## config.mk

```make
export PLATFORM = sky130hd
export DESIGN_NAME = escape_rle_byte_compressor_core
export DESIGN_NICKNAME = d
export VERILOG_FILES = /design/src/hw/rtl/erc_pkg.sv /design/src/hw/rtl/erc_encoder.sv /design/src/hw/rtl/escape_rle_byte_compressor_core.sv
export SDC_FILE = /design/constraint.sdc
export NUM_CORES = 1
export LEC_CHECK = 0
export ABC_AREA = 1
export BUFFER_PORTS_ARGS = -buffer_cell sky130_fd_sc_hd__buf_2
export CAP_MARGIN = 20
export CORE_MARGIN = 5
export CORE_UTILIZATION = 33
export DETAILED_ROUTE_END_ITERATION = 6
export PLACE_DENSITY = 0.56
export SETUP_SLACK_MARGIN = 0.15
export SLEW_MARGIN = 20
export SYNTH_ARGS = -nofsm -noshare
export SYNTH_HDL_FRONTEND = slang
export SYNTH_SLANG_ARGS = --single-unit
export TNS_END_PERCENT = 5
```

## constraint.sdc

```tcl
create_clock -name clk_i -period 9.2 [get_ports clk_i]
set_input_delay 0.46 -clock clk_i [delete_from_list [all_inputs] [get_ports clk_i]]
set_output_delay 0.46 -clock clk_i [all_outputs]
set_load 0.02 [all_outputs]
```

## src/hw/rtl/erc_pkg.sv

```systemverilog
package erc_pkg;

  // Escape marker of the compressed stream
  localparam logic [7:0] EscByte = 8'hFE;
  // Byte that follows the escape in a message terminator
  localparam logic [7:0] TermByte = 8'h00;
  // Reset value of the run cap register
  localparam logic [6:0] MaxRunReset = 7'd127;
  // Most output bytes one input transaction can produce
  localparam int unsigned MaxResults = 4;
  localparam int unsigned ResIdxW = $clog2(MaxResults);
  localparam int unsigned ResCntW = $clog2(MaxResults + 1);

  // Input command codes
  typedef enum logic {
    CMD_DATA = 1'b0,
    CMD_END  = 1'b1
  } cmd_e;

  // Encoder state carried from one transaction to the next
  typedef struct packed {
    logic       started;
    logic [7:0] last_sent;
    logic [6:0] run;
  } enc_state_t;

  // Bytes produced by one transaction, entry 0 goes out first
  typedef struct packed {
    logic [ResCntW-1:0]               count;
    logic [MaxResults-1:0][7:0]       bytes;
    logic                             eom;
  } enc_result_t;

endpackage

```

## src/hw/rtl/erc_encoder.sv

```systemverilog
module erc_encoder (
  input  logic                 cmd_i,
  input  logic [7:0]           data_byte_i,
  input  logic [6:0]           max_run_i,
  input  erc_pkg::enc_state_t  state_i,
  output erc_pkg::enc_state_t  state_o,
  output erc_pkg::enc_result_t result_o
);

  logic [6:0]                        cap;
  logic [erc_pkg::ResCntW-1:0]       n;
  logic [erc_pkg::MaxResults-1:0][7:0] seq;
  logic [7:0]                        lst;
  logic [6:0]                        run;
  logic [6:0]                        run_inc;
  logic                              started;
  logic                              eom;
  logic                              do_fresh;

  // A cap of zero behaves as one
  assign cap     = (max_run_i == 7'd0) ? 7'd1 : max_run_i;
  assign run_inc = state_i.run + 7'd1;

  // Build the output sequence for one transaction
  always_comb begin
    n        = '0;
    seq      = '0;
    lst      = state_i.last_sent;
    run      = state_i.run;
    started  = state_i.started;
    eom      = 1'b0;
    do_fresh = 1'b0;

    // opening marker of a new message
    if (!started) begin
      seq[n[erc_pkg::ResIdxW-1:0]] = erc_pkg::EscByte;
      n       = n + 1'b1;
      lst     = erc_pkg::EscByte;
      started = 1'b1;
    end

    if (cmd_i == erc_pkg::CMD_END) begin
      // flush held run, then terminator
      if (run != 7'd0) begin
        seq[n[erc_pkg::ResIdxW-1:0]] = erc_pkg::EscByte;
        n = n + 1'b1;
        seq[n[erc_pkg::ResIdxW-1:0]] = {1'b0, run};
        n = n + 1'b1;
      end
      seq[n[erc_pkg::ResIdxW-1:0]] = erc_pkg::EscByte;
      n = n + 1'b1;
      seq[n[erc_pkg::ResIdxW-1:0]] = erc_pkg::TermByte;
      n       = n + 1'b1;
      eom     = 1'b1;
      started = 1'b0;
      lst     = erc_pkg::EscByte;
      run     = 7'd0;
    end else begin
      if (run != 7'd0) begin
        if ((data_byte_i == lst) && (run < cap)) begin
          // extend the run, send it once it hits the cap
          if (run_inc >= cap) begin
            seq[n[erc_pkg::ResIdxW-1:0]] = erc_pkg::EscByte;
            n = n + 1'b1;
            seq[n[erc_pkg::ResIdxW-1:0]] = {1'b0, run_inc};
            n   = n + 1'b1;
            lst = {1'b0, run_inc};
            run = 7'd0;
          end else begin
            run = run_inc;
          end
        end else begin
          // run broken: send it, then treat the byte as fresh
          seq[n[erc_pkg::ResIdxW-1:0]] = erc_pkg::EscByte;
          n = n + 1'b1;
          seq[n[erc_pkg::ResIdxW-1:0]] = {1'b0, run};
          n        = n + 1'b1;
          lst      = {1'b0, run};
          run      = 7'd0;
          do_fresh = 1'b1;
        end
      end else begin
        do_fresh = 1'b1;
      end

      // byte not part of a running repeat
      if (do_fresh) begin
        if (data_byte_i == erc_pkg::EscByte) begin
          seq[n[erc_pkg::ResIdxW-1:0]] = erc_pkg::EscByte;
          n = n + 1'b1;
          seq[n[erc_pkg::ResIdxW-1:0]] = erc_pkg::EscByte;
          n   = n + 1'b1;
          lst = erc_pkg::EscByte;
        end else if (data_byte_i == lst) begin
          if (cap == 7'd1) begin
            seq[n[erc_pkg::ResIdxW-1:0]] = erc_pkg::EscByte;
            n = n + 1'b1;
            seq[n[erc_pkg::ResIdxW-1:0]] = 8'd1;
            n   = n + 1'b1;
            lst = 8'd1;
          end else begin
            run = 7'd1;
          end
        end else begin
          seq[n[erc_pkg::ResIdxW-1:0]] = data_byte_i;
          n   = n + 1'b1;
          lst = data_byte_i;
        end
      end
    end
  end

  assign state_o.started   = started;
  assign state_o.last_sent = lst;
  assign state_o.run       = run;

  assign result_o.count = n;
  assign result_o.bytes = seq;
  assign result_o.eom   = eom;

endmodule

```

## src/hw/rtl/escape_rle_byte_compressor_core.sv

```systemverilog
// Escape-byte run-length compressor.
// Input channel (in_valid_i / in_stall_o): one transaction per message byte
// (cmd_i = 0, data_byte_i) or per end-of-message command (cmd_i = 1).
// Output channel (out_valid_o / out_stall_i): one compressed byte per
// transaction; last_of_item_o marks the final byte caused by an input
// transaction, end_of_message_o marks the closing 00 of the terminator.
// Config channel (cfg_valid_i / cfg_ready_o): writes max_run; always ready,
// write it only while the block is idle.
// The first byte of an input appears the cycle after it is taken.
// An input yields 0 to 4 bytes, drained one per cycle, unless the receiver
// stalls, from a 4-entry result buffer; the next input is taken in the cycle
// the previous input's last byte leaves.
// An input that holds a run (no bytes) leaves the buffer free for the next.
// A stalled receiver holds the buffer head and, through it, the input side.
// Reset empties the buffer, clears the message and run state and sets
// max_run to 127; no clearing pass is needed.
module escape_rle_byte_compressor_core (
  input  logic       clk_i,
  input  logic       rst_ni,
  input  logic       cfg_valid_i,
  output logic       cfg_ready_o,
  input  logic [6:0] cfg_data_i,
  input  logic       in_valid_i,
  output logic       in_stall_o,
  input  logic       cmd_i,
  input  logic [7:0] data_byte_i,
  output logic       out_valid_o,
  input  logic       out_stall_i,
  output logic [7:0] out_byte_o,
  output logic       last_of_item_o,
  output logic       end_of_message_o
);

  logic [6:0]                          max_run_q;
  erc_pkg::enc_state_t                 state_q, state_d;
  erc_pkg::enc_result_t                result;
  logic [erc_pkg::MaxResults-1:0][7:0] buf_q, buf_d;
  logic [erc_pkg::ResCntW-1:0]         cnt_q, cnt_d;
  logic                                eom_q, eom_d;
  logic                                in_acc;
  logic                                out_take;
  logic                                buf_free;

  // Config register
  assign cfg_ready_o = 1'b1;

  always_ff @(posedge clk_i or negedge rst_ni) begin
    if (!rst_ni) begin
      max_run_q <= erc_pkg::MaxRunReset;
    end else if (cfg_valid_i && cfg_ready_o) begin
      max_run_q <= cfg_data_i;
    end
  end

  // Handshakes
  assign out_valid_o = (cnt_q != '0);
  assign out_take    = out_valid_o && !out_stall_i;
  assign buf_free    = (cnt_q == '0) || ((cnt_q == 1) && out_take);
  assign in_stall_o  = !buf_free;
  assign in_acc      = in_valid_i && !in_stall_o;

  // Encoder logic
  erc_encoder u_encoder (
    .cmd_i       (cmd_i),
    .data_byte_i (data_byte_i),
    .max_run_i   (max_run_q),
    .state_i     (state_q),
    .state_o     (state_d),
    .result_o    (result)
  );

  // Encoder state
  always_ff @(posedge clk_i or negedge rst_ni) begin
    if (!rst_ni) begin
      state_q.started   <= 1'b0;
      state_q.last_sent <= erc_pkg::EscByte;
      state_q.run       <= 7'd0;
    end else if (in_acc) begin
      state_q <= state_d;
    end
  end

  // Result buffer: load on accept, shift down on each output transaction
  always_comb begin
    buf_d = buf_q;
    cnt_d = cnt_q;
    eom_d = eom_q;
    if (out_take) begin
      for (int i = 0; i < erc_pkg::MaxResults - 1; i++) begin
        buf_d[i] = buf_q[i+1];
      end
      cnt_d = cnt_q - 1'b1;
    end
    if (in_acc) begin
      buf_d = result.bytes;
      cnt_d = result.count;
      eom_d = result.eom;
    end
  end

  always_ff @(posedge clk_i or negedge rst_ni) begin
    if (!rst_ni) begin
      cnt_q <= '0;
      eom_q <= 1'b0;
    end else begin
      cnt_q <= cnt_d;
      eom_q <= eom_d;
    end
  end

  always_ff @(posedge clk_i) begin
    buf_q <= buf_d;
  end

  assign out_byte_o       = buf_q[0];
  assign last_of_item_o   = (cnt_q == 1);
  assign end_of_message_o = (cnt_q == 1) && eom_q;

  // Checks
  a_cnt_range: assert property (@(posedge clk_i) disable iff (!rst_ni)
    cnt_q <= erc_pkg::MaxResults)
    else $error("result count out of range");

  a_eom_last: assert property (@(posedge clk_i) disable iff (!rst_ni)
    out_valid_o && end_of_message_o |-> last_of_item_o && (out_byte_o == erc_pkg::TermByte))
    else $error("terminator byte misplaced");

  a_end_clears: assert property (@(posedge clk_i) disable iff (!rst_ni)
    in_acc && (cmd_i == erc_pkg::CMD_END) |=> !state_q.started && (state_q.run == 7'd0)
      && (state_q.last_sent == erc_pkg::EscByte))
    else $error("state not cleared after terminator");

  a_run_in_msg: assert property (@(posedge clk_i) disable iff (!rst_ni)
    (state_q.run != 7'd0) |-> state_q.started)
    else $error("run held outside a message");

  a_drain_one: assert property (@(posedge clk_i) disable iff (!rst_ni)
    out_take && !in_acc |=> cnt_q == $past(cnt_q) - 1'b1)
    else $error("buffer did not drain by one");

endmodule
```

Yosys cells after proc, flatten, opt, wreduce, memory -nomap -nowiden

Cells that the tools add are included.

Shift operators: 0
Multiplexer cells: 67
Bitwise operators: 17
Add/subtract/negate cells: 8
Equal/unequal tests: 5
Reduce and logical (&&, ||, !) cells: 19
Div/mod/pow operators: 0
Multipliers: 0
Magnitude comparators: 14

Operators by type and width:

| operator              | number |
|---|---|
| $mux W32              | 11 |
| $mux W8               | 17 |
| $bwmux W32            | 3 |
| $demux W8 S2          | 6 |
| $or A28 B28 Y28       | 3 |
| $mux W7               | 9 |
| $mux W24              | 2 |
| $mux W3               | 13 |
| $and A32 B32 Y32      | 1 |
| $not A32 Y32          | 1 |
| $and A28 B28 Y28      | 1 |
| $not A28 Y28          | 1 |
| $or A7 B28 Y28        | 1 |
| $add A3 B1 Y3 const B | 6 |
| $lt A2 B3 Y1 const B  | 6 |
| $eq A8 B8 Y1          | 2 |
| $not A4 Y4            | 4 |
| $and A4 B4 Y4         | 3 |
| $ge A2 B1 Y1 const B  | 6 |
| $logic_and A1 B1 Y1   | 11 |
| $eq A8 B8 Y1 const B  | 1 |
| $add A7 B1 Y7 const B | 1 |
| $eq A7 B1 Y1 const B  | 1 |
| $ge A7 B7 Y1          | 1 |
| 13 further kinds      | 19 |

Flip-flop bits (word level): 59
Bits in writable memories: 0
Logic and storage cells: 140
Bits in latches: 0
ROM bits: 0
Bits of input ports: 21
Memories kept: 0

Logic depth before layout (Yosys ltp)

Depth after elaboration: 20
Mapped depth: 30
Mapped depth without buffers: 28

Cells and area by module

Synthesis repeated with hierarchy kept, for this count alone.

Cells, all modules: 990
Area total of the unflattened synthesis: 6015.8 µm²

By module, submodules not included:

| module                          | sequential area each (µm²) | area an instance (µm²) | times used | cells an instance |
|---|---|---|---|---|
| erc_encoder                     | 0.0                        | 3454.6                 | 1          | 742 |
| escape_rle_byte_compressor_core | 1654.1                     | 2561.2                 | 1          | 248 |

Worst setup path before layout

No wires, ideal clock.

Path kind: flip-flop to flip-flop
Start: register state_q[0] (netlist name)
End: register buf_q[15] (netlist name), data pin
Clock period less this slack: 3684 ps
Stages on the path, launching flop included: 25
Path buffers: 2
Setup time: 259 ps
Data required time: 8941 ps
Arrival time: 3425 ps
Slack: 5516 ps
Path through: dfrtp_1 > ha_1 > nand4_1 > nor2_1 > nand2_1 > nand2_1 > inv_1 > ha_1 > nand2_1 > inv_1 > a21oi_2 > nand3_1 > inv_2 > nand3_1 > nand2_2 > buf_4 > ha_1 > clkinv_1 > clkbuf_1 > nand3_1 > o21ai_0 > nand2_1 > nand3_1 > nand3_1 > nand3_1

RTL lines:

| what                     | line                                   | source |
|---|---|---|
| start: declaration       | escape_rle_byte_compressor_core.sv:35  | `erc_pkg::enc_state_t state_q, state_d;` |
| start signal: assignment | escape_rle_byte_compressor_core.sv:79  | `state_q <= state_d;` |
| end signal: assignment   | escape_rle_byte_compressor_core.sv:112 | `buf_q <= buf_d;` |
| end: declaration         | escape_rle_byte_compressor_core.sv:37  | `logic [erc_pkg::MaxResults-1:0][7:0] buf_q, buf_d;` |

==> impl_results.md <==
* Status: complete, no violations
* Share of layout cells above drive strength 1 at 0.124
* Cell leakage power at 3.38 nW
* Nets at 1006
* Vias in the first global route at 5867
* Ant. Diodes at 0
* GP Congestion at 0.945
* Crit path cell chain: ha_1, nand4_1, nor2_1, nand2_1, nand2_1, inv_1, ha_1, nand2_1, inv_1, a21oi_2, nand3_1, inv_2, nand3_1, nand2_2, ha_1, clkinv_1, o21ai_0, nand2_1, nand3_1, nand2_1, nand2_1, nand2_1
* Initial antenna violation count at 0
* Final Hold Fails at 0
* CP arrival at around 5.1 ns
* Setup crit start kind: register
* Mean post-synth cell area at 6.29 µm²
* Htree depth at 3
* Setup Skew at around 0.011 ns
* Post-Route WL at 21600 µm
* Post-synthesis sequential area ratio at 0.275
* Total chip power at 0.00246 W
* Metal-1 WL at 9620 µm
* CTS clk-pin slew, worst paths at around 0.06 ns
* Worst path slowest cell: dfrtp_1
* CTS tree: done
* Critical path required time at 9.31 ns
* Post-Syn Area at roughly 6000 µm²
* Unique masters post-synth at 47
* Post-CTS Hold Fix Bufs at 0
* Max Cap Violations at 0
* Chip width at 145 µm
* CTS resizes at 0
* Routed wl met2 at around 9600 µm
* Worst skew pair latency at 0.35 ns
* Top cell type's share of synthesized area at 0.216
* Row count at 49
* Synth area leaders: nand2_1 22%, edfxtp_1 16%, o21ai_0 6.9%
* Gr ovfl total at 0
* Commonest non-fill, non-tap cell in the layout: nand2_1
* CP dominant cell by count: nand2_1
* Fillers at 2023
* First-pass GRT wire length at 34000 µm
* Setup Crit Path Kind: register to register
* # DRC at 0
* Power Density at 378 nW/µm²
* IO Port Bufs at 32
* Ports at 34
* Routed wl met3 at approximately 1600 µm
* Setup violations, final at 0
* Post-synthesis instance total at 957
* Vias at about 6.5k
* Final Cycle Share at 0.541
* #FFs+latches synth at roughly 60
* Routed wire length per instance at 18.1 µm
* CTS root buffer: clkbuf_16
* Net count after synthesis at about 1.0k
* Core Area at 18000 µm²
* Cts bufs inserted at 9
* Post-CTS setup buffers at 0
* RSZ-0062 raised after global routing: no
* Max Used Layer: met4
* Max rail drop VDD at between 0.0001 and 0.00015 V
* Post-route antenna net violation count at 0
* Clock buffer depth at 2
* Worst hold slack at 0.163 ns
* CP Launch Point: state_q[0]
* TNS Setup at 0 ns
* Max-slew violations at 0
* Synth warnings at 0
* Dpl hpwl at 15700 µm
* Layout area overhead at 8.15%
* First-pass detailed-route iteration total at 5
* Seq. cell area at 1650 µm²
* Post-layout min period at 4.98 ns
* Worst-path maximum fanout at 19
* Largest net degree at the start of global routing at 43
* Die H at 145 µm
* CP Capture Type: register
* R2r startpoint: state_q[0]
* Largest area contributor in the netlist: nand2_1
* GR Util All Layers at 0.202
* Slew margin rel. at 0.354
* Hold WC Path Type: input pin to async pin
* Fmax at 0.201 GHz
* Total Die Area at approximately 21000 µm²
* Initial core utilization at 0.335
* Most frequent cells in the layout: 346 x nand2_1, 92 x inv_1, 83 x o21ai_0, 82 x nand3_1, 64 x nor2_1
* Area of the multi-input gates at 3660 µm²
* DR vias/cell at 5.42
* Initial DRC count at a little under 700
* Worst stage delay on the critical path at 0.54 ns
* # clock sinks at 59
* Slew @ Worst Pin at between 0.9 and 1 ns
[worst paths after layout]
kind | depth (start not counted) | slack [ns] | to
worst max-delay path | 22 | 4.22 | buf_q[14]
max in group asynchronous | 1 | 8.58 | cnt_q[2]
worst min-delay path | 1 | 0.16 | state_q[7]
worst max register to register | 22 | 4.22 | buf_q[14]
min in group clk_i | 3 | 0.31 | max_run_q[6]
worst min register to register | 2 | 0.49 | max_run_q[0]
[cell usage after synthesis, drive strengths merged]
cell type    n
nand4        9
nor3         3
clkinv       2
dfstp       14
a221oi       2
conb         1
o221ai       2
edfxtp      32
buf         28
a211oi       2
nor4         2
clkbuf      19
or3          1
a31o         1
inv        103
o31ai        3
o21ai       99
nor2        76
ha          26
nand2      358
a22oi        1
and3         1
a41oi        1
nand3       91
o311ai       1
dfrtp       13
a21oi       50
o32ai        1
o22ai        5
a31oi        5
xor2         4
o2111ai      1
[kinds of logic (layout without fill, tap and decap cells)]
kind of cell	after synthesis	count (layout)	share of synthesized area
xor gates and xnor gates	4	4	0.00582
and+or+nand+nor	541	541	0.389
buffers and inverters	152	159	0.116
adders and majority gates	26	26	0.0541
AOI/OAI and AO/OA	174	174	0.159
other	1	1	0.000623
DFF	59	59	0.275
[worst max-delay path: cells and delay by family (launching register included)]
family          cells  cell delay (ns)
compound gates      2             0.58
flops               1             0.54
buf+inv             4             0.89
simple gates       13             1.78
fa+ha+maj           3             0.95
[registers in the layout, summed over array words and instances, names as in the netlist]
signal,cells
state_q,16
buf_q,24
cnt_q,3
max_run_q,7
out_byte_o,8
eom_q,1
[through the flow]
stage | setup WS, ns | cells | cell area [µm²] | util
floorplan | 5.52 | 957 | 6020 | -
global placement | 4.44 | 1177 | 6200 | 0.345
detailed placement | 4.37 | 1177 | 6200 | 0.345
CTS | 4.37 | 1193 | 6510 | 0.362
global route | 3.79 | 1193 | 6510 | 0.362
finish | 4.22 | 1193 | 6510 | 0.362
[area by class of cell]
type	instances	share of cell area
clock inverter	7	0.0117
clock buffer	9	0.0346
tap	229	0.0440
inverter	105	0.0606
sequential	59	0.254
timing repair buffer	38	0.0315
multi-input combinational	746	0.563
[power by group]
| group | internal (W) | switching (W) |
|---|---|---|
| clock network | 0.000211 | 0.000142 |
| registers | 0.000401 | 0.0000565 |
| logic | 0.000470 | 0.00118 |
[routing by layer]
metal  global-route usage  vias up
met5                    0        -
met1                0.283     2987
li1                     -     3122
met2                0.308      299
met3               0.0315       62
met4               0.0927        0
Power figures use the tool's default switching activity.
